$ cat config.mk
export PLATFORM = sky130hd
export DESIGN_NAME = ckvt_ctrl
export DESIGN_NICKNAME = d
export VERILOG_FILES = /design/src/sv/ckvt_pkg.sv /design/src/sv/ckvt_ctrl.sv
export SDC_FILE = /design/constraint.sdc
export NUM_CORES = 1
export LEC_CHECK = 0
export BUFFER_PORTS_ARGS = -buffer_cell sky130_fd_sc_hd__buf_2
export CAP_MARGIN = 0
export CORE_AREA = 4 4 41 43
export DETAILED_ROUTE_END_ITERATION = 16
export DIE_AREA = 0 0 45 47
export RECOVER_POWER = 25
export SLEW_MARGIN = 20
export SYNTH_ARGS = -nofsm -noshare
export SYNTH_HDL_FRONTEND = slang
export SYNTH_SLANG_ARGS = --single-unit
$ cat constraint.sdc
create_clock -name clk -period 1.9 [get_ports clk]
set_input_delay 0.285 -clock clk [delete_from_list [all_inputs] [get_ports clk]]
set_output_delay 0.285 -clock clk [all_outputs]
set_load 0.01 [all_outputs]
$ cat src/sv/ckvt_pkg.sv
// shared types and constants for the counting key/value table
package ckvt_pkg;

  localparam int KEY_IN_W = 32;
  localparam int VALUE_W  = 32;

  typedef enum logic [2:0] {
    ST_CLEAR,
    ST_IDLE,
    ST_MOD,
    ST_READ,
    ST_MATCH,
    ST_UPDATE
  } ckvt_state_t;

  typedef struct packed {
    logic clr_step;
    logic load_key;
    logic mod_step;
    logic rd_en;
    logic cmp_en;
    logic commit;
  } ckvt_cmd_t;

  typedef struct packed {
    logic clr_done;
    logic mod_done;
    logic out_free;
  } ckvt_status_t;

endpackage

$ cat src/sv/ckvt_ctrl.sv
// controller state machine: clearing pass, bucket reduction, read, match, commit
module ckvt_ctrl (
  input  logic                   clk,
  input  logic                   rst_n,
  input  logic                   in_valid,
  output logic                   in_ready,
  input  ckvt_pkg::ckvt_status_t status,
  output ckvt_pkg::ckvt_cmd_t    cmd
);
  import ckvt_pkg::*;

  ckvt_state_t state_r, state_nxt;

  always_ff @(posedge clk) begin
    if (!rst_n) begin
      state_r <= ST_CLEAR;
    end else begin
      state_r <= state_nxt;
    end
  end

  always_comb begin
    state_nxt = state_r;
    cmd       = '0;
    in_ready  = 1'b0;
    case (state_r)
      ST_CLEAR: begin
        cmd.clr_step = 1'b1;
        if (status.clr_done) begin
          state_nxt = ST_IDLE;
        end
      end
      ST_IDLE: begin
        in_ready = 1'b1;
        if (in_valid) begin
          cmd.load_key = 1'b1;
          state_nxt    = ST_MOD;
        end
      end
      ST_MOD: begin
        if (status.mod_done) begin
          state_nxt = ST_READ;
        end else begin
          cmd.mod_step = 1'b1;
        end
      end
      ST_READ: begin
        cmd.rd_en = 1'b1;
        state_nxt = ST_MATCH;
      end
      ST_MATCH: begin
        cmd.cmp_en = 1'b1;
        state_nxt  = ST_UPDATE;
      end
      ST_UPDATE: begin
        // hold until the result register can take the transfer
        if (status.out_free) begin
          cmd.commit = 1'b1;
          state_nxt  = ST_IDLE;
        end
      end
      default: begin
        state_nxt = ST_CLEAR;
      end
    endcase
  end

endmodule

==> impl_results.md, run 1 <==
* Status: finished clean
* Initial DRC count at 0
* Final Skew at 0.000510 ns
* I/O pin count at 13
* Final Cycle Share at 75.1%
* Post-CTS Setup Bufs at 0
* First-pass GRT wire length at 841 µm
* Gpl congestion at 0.670
* Cell Pwr Density at 765 nW/µm²
* Antenna-violating nets left at 0
* Fin nets at 46
* Syn nets at 32
* Final setup violation count at 0
* Number of antenna diodes at 0
* Data required time of the worst path at 1.62 ns
* Syn_area_per_cell at 9.29 µm²
* Pleak at 0.144 nW
* Initial cell density of the core at 18.6%
* RSZ-0062 raised after global routing: no
* Fmax at 0.701 GHz
* Setup tns final at 0 ns
* Net switching power at 0.0000617 W
* Die width at 45 µm
* Gr ovfl total at 0
* Top Registers: state_r (3)
* Switching share of power at 26.4%
* Seq cells post-synth at 3
* Total of max-cap violations at 0
* WL final at 513 µm
* WL/cell at 9.50 µm
* Vias per Instance at 3.91
* Layout cell share with drive strength beyond 1 at 46.2%
* Post-synthesis sequential area ratio at 24.9%
* CTS Buf Count at 3
* Distinct cells, synth at 19
* Hold Vio Cnt, Final at 0
* Relative slew margins at 74.3%
* Least-Margin Pin Slew at 0.385 ns
* I/O Buffers at 12
* Place WS at 0.698 ns
* Maximum clock insertion buffer count at 2
* Combinational power share at 18.5%
* Clock power share at 47.1%
* Max-slew violations at 0
* CTS root buf: clkbuf_4
* H-tree Lvls at 1
* Vias at 211
* Reg-to-reg slack, setup at 0.86 ns
* Crit Path Class: register to output port
* Crit path max fanout at 10
* Die Ht at 47 µm
* # rows at 13
* Sequential share of power at 34.4%
* Drt drc at 0
* Layout fillers at 156
* Post_cts resized at 0
* Vias in the first global route at 222
* Synthesis Warnings at 0
* Startpoint types: register
* Period minus WS final at 1.43 ns
* CTS tree: built
* CTS clk-pin slew, worst paths at 0.04 ns
* Core Region at 1300 µm²
* Mapped Area at 241 µm²
* Post-layout util at 23.5%
* Int Power at 0.000172 W
* CTS Hold Buffers Added at 0
* Worst-skew pair later-pin latency at 0.23 ns
* Post-DP HPWL at 389 µm
* Worst setup EP type: output port
* Setup ws final at 0.474 ns
* Post-Syn Instances at 26
* Sink Count at 3
* Hold Path Class: primary input to register
* Tot Pwr at 0.000233 W
* Slowest-stage cell, CP: dfxtp_1
* Max FFs per register at 3
* Area Growth Syn to Fin at 26.4%
* VDD IR max at 0.163 mV
* Crit-path cells: nor4b_1 -> buf_2
* Top reg by flops: state_r
* GRT Total Usage at 5.69%
* Worst Path Arrival at 1.14 ns
* Largest net degree at the start of global routing at 13
* Crit path largest cell delay at 0.49 ns
* Die ar. at 2120 µm²
* Initial antenna violation count at 0
* 1st-pass router iterations at 1
-- cells in the mapped netlist, drive strengths merged --
master	instances	area [µm²]
nor3b	3	27.5
a21boi	1	7.51
nand2b	1	13.8
mux2i	1	10.0
a31oi	1	6.26
and3b	2	18.8
nor2	3	11.3
o21a	1	7.51
nor4b	1	8.76
a21oi	1	5.00
nor2b	2	15.0
nor3	1	5.00
dfxtp	3	60.1
nand2	1	3.75
buf	3	33.8
o21bai	1	7.51
-- logic make-up (layout without fill, tap and decap cells) --
family	Yosys count	in the layout	synth area share (%)
AO/OA/AOI/OAI	5	5	14.0
buffers and inverters	3	16	14.0
flip-flops	3	3	24.9
multiplexers	1	1	4.15
AND/OR/NAND/NOR	14	14	43.0
-- worst max-delay path, delay by kind of cell, from the launching register on --
family	cells	cell delay, ns
buffers and inverters	1	0.17
DFF	1	0.49
and+or+nand+nor	1	0.25
-- routing by layer --
| metal | up-vias | GRT usage (%) | wire (µm) |
|---|---|---|---|
| met1 | 88 | 6.14 | 248 |
| li1 | 116 | - | - |
| met4 | 0 | 7.02 | 0 |
| met2 | 7 | 9.04 | 227 |
| met3 | 0 | 0.383 | 36 |
| met5 | - | 0 | 0 |
-- worst paths after layout --
check               end  startpoint  depth (start not counted)
min          state_r[2]       rst_n                          2
max reg2reg  state_r[2]  state_r[1]                          3
min reg2reg  state_r[1]  state_r[2]                          1
max              cmd[3]  state_r[1]                          2
-- through the flow --
| stage | instance area (µm²) | hold WS [ns] | std cells |
|---|---|---|---|
| final | 305 | 0.287 | 54 |
| after global routing | 305 | 0.305 | 54 |
| after CTS | 313 | 0.282 | 54 |
| after detailed placement | 287 | 0.526 | 50 |
| after global placement | 287 | 0.540 | 50 |
| after floorplan | 241 | 0.403 | 26 |
-- power by group through the flow --
stage | combinational (W) | clock, W | sequential (W)
floorplan | 0.0000457 | 0 | 0.0000710
global placement | 0.0000454 | 0 | 0.0000808
detailed placement | 0.0000452 | 0 | 0.0000813
CTS | 0.0000455 | 0.000117 | 0.0000803
global route | 0.0000486 | 0.000118 | 0.0000819
finish | 0.0000432 | 0.000110 | 0.0000802
-- layout make-up --
| type | instances | area [µm²] | share of cell area, % |
|---|---|---|---|
| clock buffers | 4 | 26.3 | 8.61 |
| repair buffers | 12 | 60.1 | 19.7 |
| multi-input cells | 20 | 140 | 45.9 |
| flip-flops and latches | 3 | 60.1 | 19.7 |
| well taps | 15 | 18.8 | 6.15 |
-- cells in the final DEF, fill, tap and decap left out, drive strengths merged --
cell / n
a21oi: 1
mux2i: 1
o21bai: 1
nor3: 1
dfxtp: 3
o21a: 1
nor4b: 1
nor2: 3
a31oi: 1
buf: 12
clkbuf: 4
nor3b: 3
a21boi: 1
nand2b: 1
and3b: 2
nor2b: 2
nand2: 1
Note: power is estimated with default switching activity, not from simulation.
==> run 2: changes to the inputs <==
==> constraint.sdc (replaced) <==
create_clock -name clk -period 1.3 [get_ports clk]
set_input_delay 0.195 -clock clk [delete_from_list [all_inputs] [get_ports clk]]
set_output_delay 0.195 -clock clk [all_outputs]
set_load 0.01 [all_outputs]
==> run 2 against run 1 <==
Sequential share of layout area rose by 0.49 points. First-iteration DRC count rose by 1. Worst setup slack got worse by 0.43 ns. Final cell count did not move. Critical path depth did not move. Largest cell class unchanged. Largest power group unchanged.
==> impl_results.md, run 2 (synthesis results as in run 1) <==
* Data required time of the worst path at 1.11 ns
* Least-Margin Pin Slew at 0.214 ns
* Most frequent cells in the layout: buf_2, nor2_1, clkbuf_4, dfxtp_2, nor3b_1
* CTS clk-pin slew, worst paths at 0.04 ns
* Drt drc at 0
* Gpl congestion at 0.670
* Hold Vio Cnt, Final at 0
* Top delay family on crit path: flip-flops
* 1st-pass router iterations at 3
* Post-DP HPWL at 395 µm
* CTS Hold Buffers Added at 0
* Crit Path Class: register to output port
* Cell Pwr Density at 1090 nW/µm²
* Fmax at 0.796 GHz
* CTS root buf: clkbuf_4
* RSZ-0062 raised after global routing: no
* Tot Pwr at 0.000346 W
* VDD IR max at 0.167 mV
* Gr ovfl total at 0
* GRT Total Usage at 5.77%
* Worst Path Arrival at 1.06 ns
* Initial cell density of the core at 18.6%
* Crit path largest cell delay at 0.37 ns
* Final Cycle Share at 96.7%
* H-tree Lvls at 1
* Worst-skew pair later-pin latency at 0.23 ns
* Layout fillers at 155
* Maximum clock insertion buffer count at 2
* WL final at 537 µm
* Max FFs per register at 3
* Core Region at 1300 µm²
* Vias in the first global route at 201
* Period minus WS final at 1.26 ns
* # rows at 13
* Initial DRC count at 1
* Die ar. at 2120 µm²
* Antenna-violating nets left at 0
* Most common cell after layout, fill and taps aside: buf_2
* Area Growth Syn to Fin at 31.1%
* Top reg by flops: state_r
* Crit-path cells: nor4b_1 -> buf_2
* First-pass GRT wire length at 855 µm
* Number of antenna diodes at 0
* Sink Count at 3
* Vias at 214
* Worst setup EP type: output port
* Relative slew margins at 85.5%
* Post-CTS Setup Bufs at 0
* Buf/Inv on CP at 1
* Die Ht at 47 µm
* Vias per Instance at 3.96
* Hold Path Class: primary input to register
* Fin nets at 46
* Largest net degree at the start of global routing at 13
* Status: finished clean
* Final setup violation count at 0
* Die width at 45 µm
* Layout cell share with drive strength beyond 1 at 56.4%
* Startpoint types: register
* Setup tns final at 0 ns
* CTS Buf Count at 3
* I/O pin count at 13
* Slowest-stage cell, CP: dfxtp_2
* Top Registers: state_r (3)
* I/O Buffers at 12
* Initial antenna violation count at 0
* Pleak at 0.147 nW
* WL/cell at 9.94 µm
* Crit path max fanout at 12
* Max-slew violations at 0
* Total of max-cap violations at 0
* CTS tree: built
* Final Skew at 0.00111 ns
## run 2: cell types whose count changed in the layout (fill, tap and decap cells not counted)
cell	before	now
dfxtp_1	3	0
dfxtp_2	0	3
nand2b_1	1	0
nand2b_4	0	1
## run 2: area by class of cell
| class | count | area (µm²) | area share (%) |
|---|---|---|---|
| clock buffer | 4 | 26.3 | 8.30 |
| timing repair buffer | 12 | 60.1 | 19.0 |
| sequential | 3 | 63.8 | 20.2 |
| multi-input combinational | 20 | 148 | 46.6 |
| tap | 15 | 18.8 | 5.93 |
## run 2: repair_timing
item	CTS	global route
gates resized for setup	3	0
hold endpoints to repair	0	0
endpoints found under the setup margin	6	0
## run 2: power breakdown
group,internal [W],total [W],switching (W),leakage [nW]
Clock,0.000115,0.000161,0.0000461,0.0150
Combinational,0.0000386,0.0000655,0.0000268,0.106
Sequential,0.000101,0.000119,0.0000188,0.0258
Total,0.000254,0.000346,0.0000917,0.147
## run 2: worst paths after layout
kind / startpoint / to / slack [ns] / depth (start not counted)
max: state_r[0] / cmd[3] / 0.04 / 2
min: rst_n / state_r[2] / 0.21 / 2
max reg2reg: state_r[2] / state_r[2] / 0.37 / 2
min reg2reg: state_r[2] / state_r[1] / 0.55 / 1
## run 2: worst reg2reg max path, stage by stage (launching register included)
cell     delay [ns]
dfxtp_2        0.43
and3b_1        0.21
o21a_1         0.18
## run 2: routing by layer
metal	share of wire, %	track usage (%)	vias to the layer above
li1	-	-	116
met1	50	7.73	91
met2	45	7.63	7
met3	4.7	0	0
met4	0	7.02	0
met5	0	0	-
## run 2: per-stage QoR
| step | util (%) | setup slack [ns] | instances | instance area, µm² | hold slack, ns |
|---|---|---|---|---|---|
| floorplan | - | 0.184 | 26 | 241 | 0.313 |
| global placement | 22.0 | 0.170 | 50 | 287 | 0.450 |
| detailed placement | 22.0 | 0.192 | 50 | 287 | 0.443 |
| CTS | 24.3 | 0.0326 | 54 | 317 | 0.200 |
| global route | 24.3 | 0.00346 | 54 | 317 | 0.212 |
| finish | 24.3 | 0.0434 | 54 | 317 | 0.205 |
==> run 3: changes to the inputs <==
--- a/config.mk
+++ b/config.mk
@@ -5,7 +5,7 @@
 export SDC_FILE = /design/constraint.sdc
 export NUM_CORES = 1
 export LEC_CHECK = 0
-export BUFFER_PORTS_ARGS = -buffer_cell sky130_fd_sc_hd__buf_2
+export BUFFER_PORTS_ARGS = -buffer_cell sky130_fd_sc_hd__buf_4
 export CAP_MARGIN = 0
 export CORE_AREA = 4 4 41 43
 export DETAILED_ROUTE_END_ITERATION = 16
==> constraint.sdc (replaced) <==
create_clock -name clk -period 1.12 [get_ports clk]
set_input_delay 0.168 -clock clk [delete_from_list [all_inputs] [get_ports clk]]
set_output_delay 0.168 -clock clk [all_outputs]
set_load 0.01 [all_outputs]
==> run 3 against run 2 <==
The flow now finishes with violations (setup timing). Largest cell class unchanged. First-iteration DRC count down 100%. Wire length is 41% higher. Critical path type unchanged. Critical endpoint is now in_ready. Non-clock buffer count rose by 7. Sequential share of layout area is 4.6 points lower. Combinational power rose by 110%. Global-route usage is 2.6 points higher. Design area grew 45%. Critical path depth up 1.
==> impl_results.md, run 3 (synthesis results as in run 1) <==
* Status: finished with violations
* Violations in the final reports: setup timing
* RSZ-0062 raised after global routing: yes
* Area of the multi-input gates at 185 µm²
* Critical R2R Capture: state_r[0]
* Sink Count at 3
* Setup ws final at -0.0622 ns
* Hold Path Origin: rst_n
* Data required time of the worst path at 0.95 ns
* Core Region at 1300 µm²
* Worst Setup SP: state_r[1]
* Die ar. at 2120 µm²
* Crit path max fanout at 6
* Dpl cells at 51
* Worst Path Arrival at 1.01 ns
* Pleak at 0.204 nW
* WL final at 759 µm
* Critical R2R Launch: state_r[1]
* CTS root buf: clkbuf_4
* 1st-pass router iterations at 1
* Top reg by flops: state_r
* I/O pin count at 13
* Met1 Routed Length at 287 µm
* Layout fillers at 145
* Gpl congestion at 0.763
* I/O Buffers at 12
* Initial cell density of the core at 18.6%
* Total of max-cap violations at 0
* Worst setup EP type: output port
* CTS Buf Count at 3
* Most frequent cells in the layout: buf_4, clkbuf_4, buf_6
* Reg-to-reg slack, setup at 0.05 ns
* Sequential Area at 71.3 µm²
* Most common cell after layout, fill and taps aside: buf_4
* Crit Path Class: register to output port
* GRT Total Usage at 8.38%
* H-tree Lvls at 1
* Met2 routed WL at 414 µm
* # rows at 13
* Vias in the first global route at 256
* Worst-skew pair later-pin latency at 0.23 ns
* Maximum clock insertion buffer count at 2
* Die Ht at 47 µm
* Least-Margin Pin Slew at 0.178 ns
* Vias at 274
* Top Registers: state_r (3)
* CTS tree: built
* Cell Pwr Density at 1020 nW/µm²
* Final Cycle Share at 106%
* Die width at 45 µm
* Period minus WS final at 1.18 ns
* Final Skew at 0.00102 ns
* Fin nets at 53
* Vias per Instance at 4.49
* Fmax at 0.846 GHz
* Max-slew violations at 0
* Metal3 WL at 37 µm
* Hold Vio Cnt, Final at 0
* Place WS at 0.0369 ns
* CTS clk-pin slew, worst paths at 0.04 ns
* Post-DP HPWL at 414 µm
* Highest metal used: met4
* Area Growth Syn to Fin at 90.2%
* Post-route insts no fill at 61
* Drt drc at 0
* Initial antenna violation count at 0
* Final setup violation count at 4
* VDD IR max at 0.407 mV
* Hold Path Class: primary input to register
* First-pass GRT wire length at 1170 µm
* Startpoint types: register
* Initial DRC count at 0
* Max FFs per register at 3
* Worst reg-to-reg path cell count at 5
* Worst Setup EP: in_ready
* Antenna-violating nets left at 0
* Layout cell share with drive strength beyond 1 at 76.1%
* Gr ovfl total at 0
* Largest net degree at the start of global routing at 13
* WL/cell at 12.4 µm
* Relative slew margins at 88.1%
* Number of antenna diodes at 0
==> run 3: cell type report <==
| cell class | instances | share of cell area, % |
|---|---|---|
| sequential | 3 | 15.5 |
| multi-input combinational | 20 | 40.3 |
| tap | 15 | 4.09 |
| clock buffer | 4 | 5.72 |
| timing repair buffer | 19 | 34.3 |
==> run 3: what timing repair did <==
item	CTS	global route
gates resized for setup	12	6
gates cloned	0	0
hold buffers	0	0
buffers inserted	4	2
endpoints found under the setup margin	7	8
pin swaps	2	1
==> run 3: routing by layer <==
metal	vias up	GRT usage, %
li1	130	-
met1	133	8.66
met2	9	12.1
met3	2	3.83
met4	0	8.77
met5	-	0
==> run 3: power by group <==
group	switching, W	total, W	leakage, nW	internal, W
logic	0.0000497	0.000140	0.163	0.0000903
registers	0.0000233	0.000137	0.0267	0.000114
clock network	0.0000577	0.000191	0.0150	0.000134
==> run 3: how the worst min path moves through the flow <==
stage                 endpoint  cells after the start
floorplan           state_r[2]                      1
global placement    state_r[2]                      2
detailed placement  state_r[2]                      2
CTS                 state_r[2]                      2
global route        state_r[2]                      2
finish              state_r[2]                      2
==> run 3: worst max-delay path: stages (launching register included) <==
cell and delay [ns]:
dfxtp_4 0.36, buf_6 0.13, nor3b_2 0.15, buf_4 0.14
==> run 3: per-stage QoR <==
stage	cell area, µm²	total power (W)	hold slack, ns	setup TNS, ns	utilization (%)
detailed placement	324	0.000233	0.394	0	24.9
CTS	417	0.000446	0.151	-0.202	32.0
global placement	324	0.000231	0.395	0	24.9
global route	459	0.000503	0.167	-0.541	35.3
finish	459	0.000469	0.161	-0.193	35.3
floorplan	241	0.000198	0.286	0	-
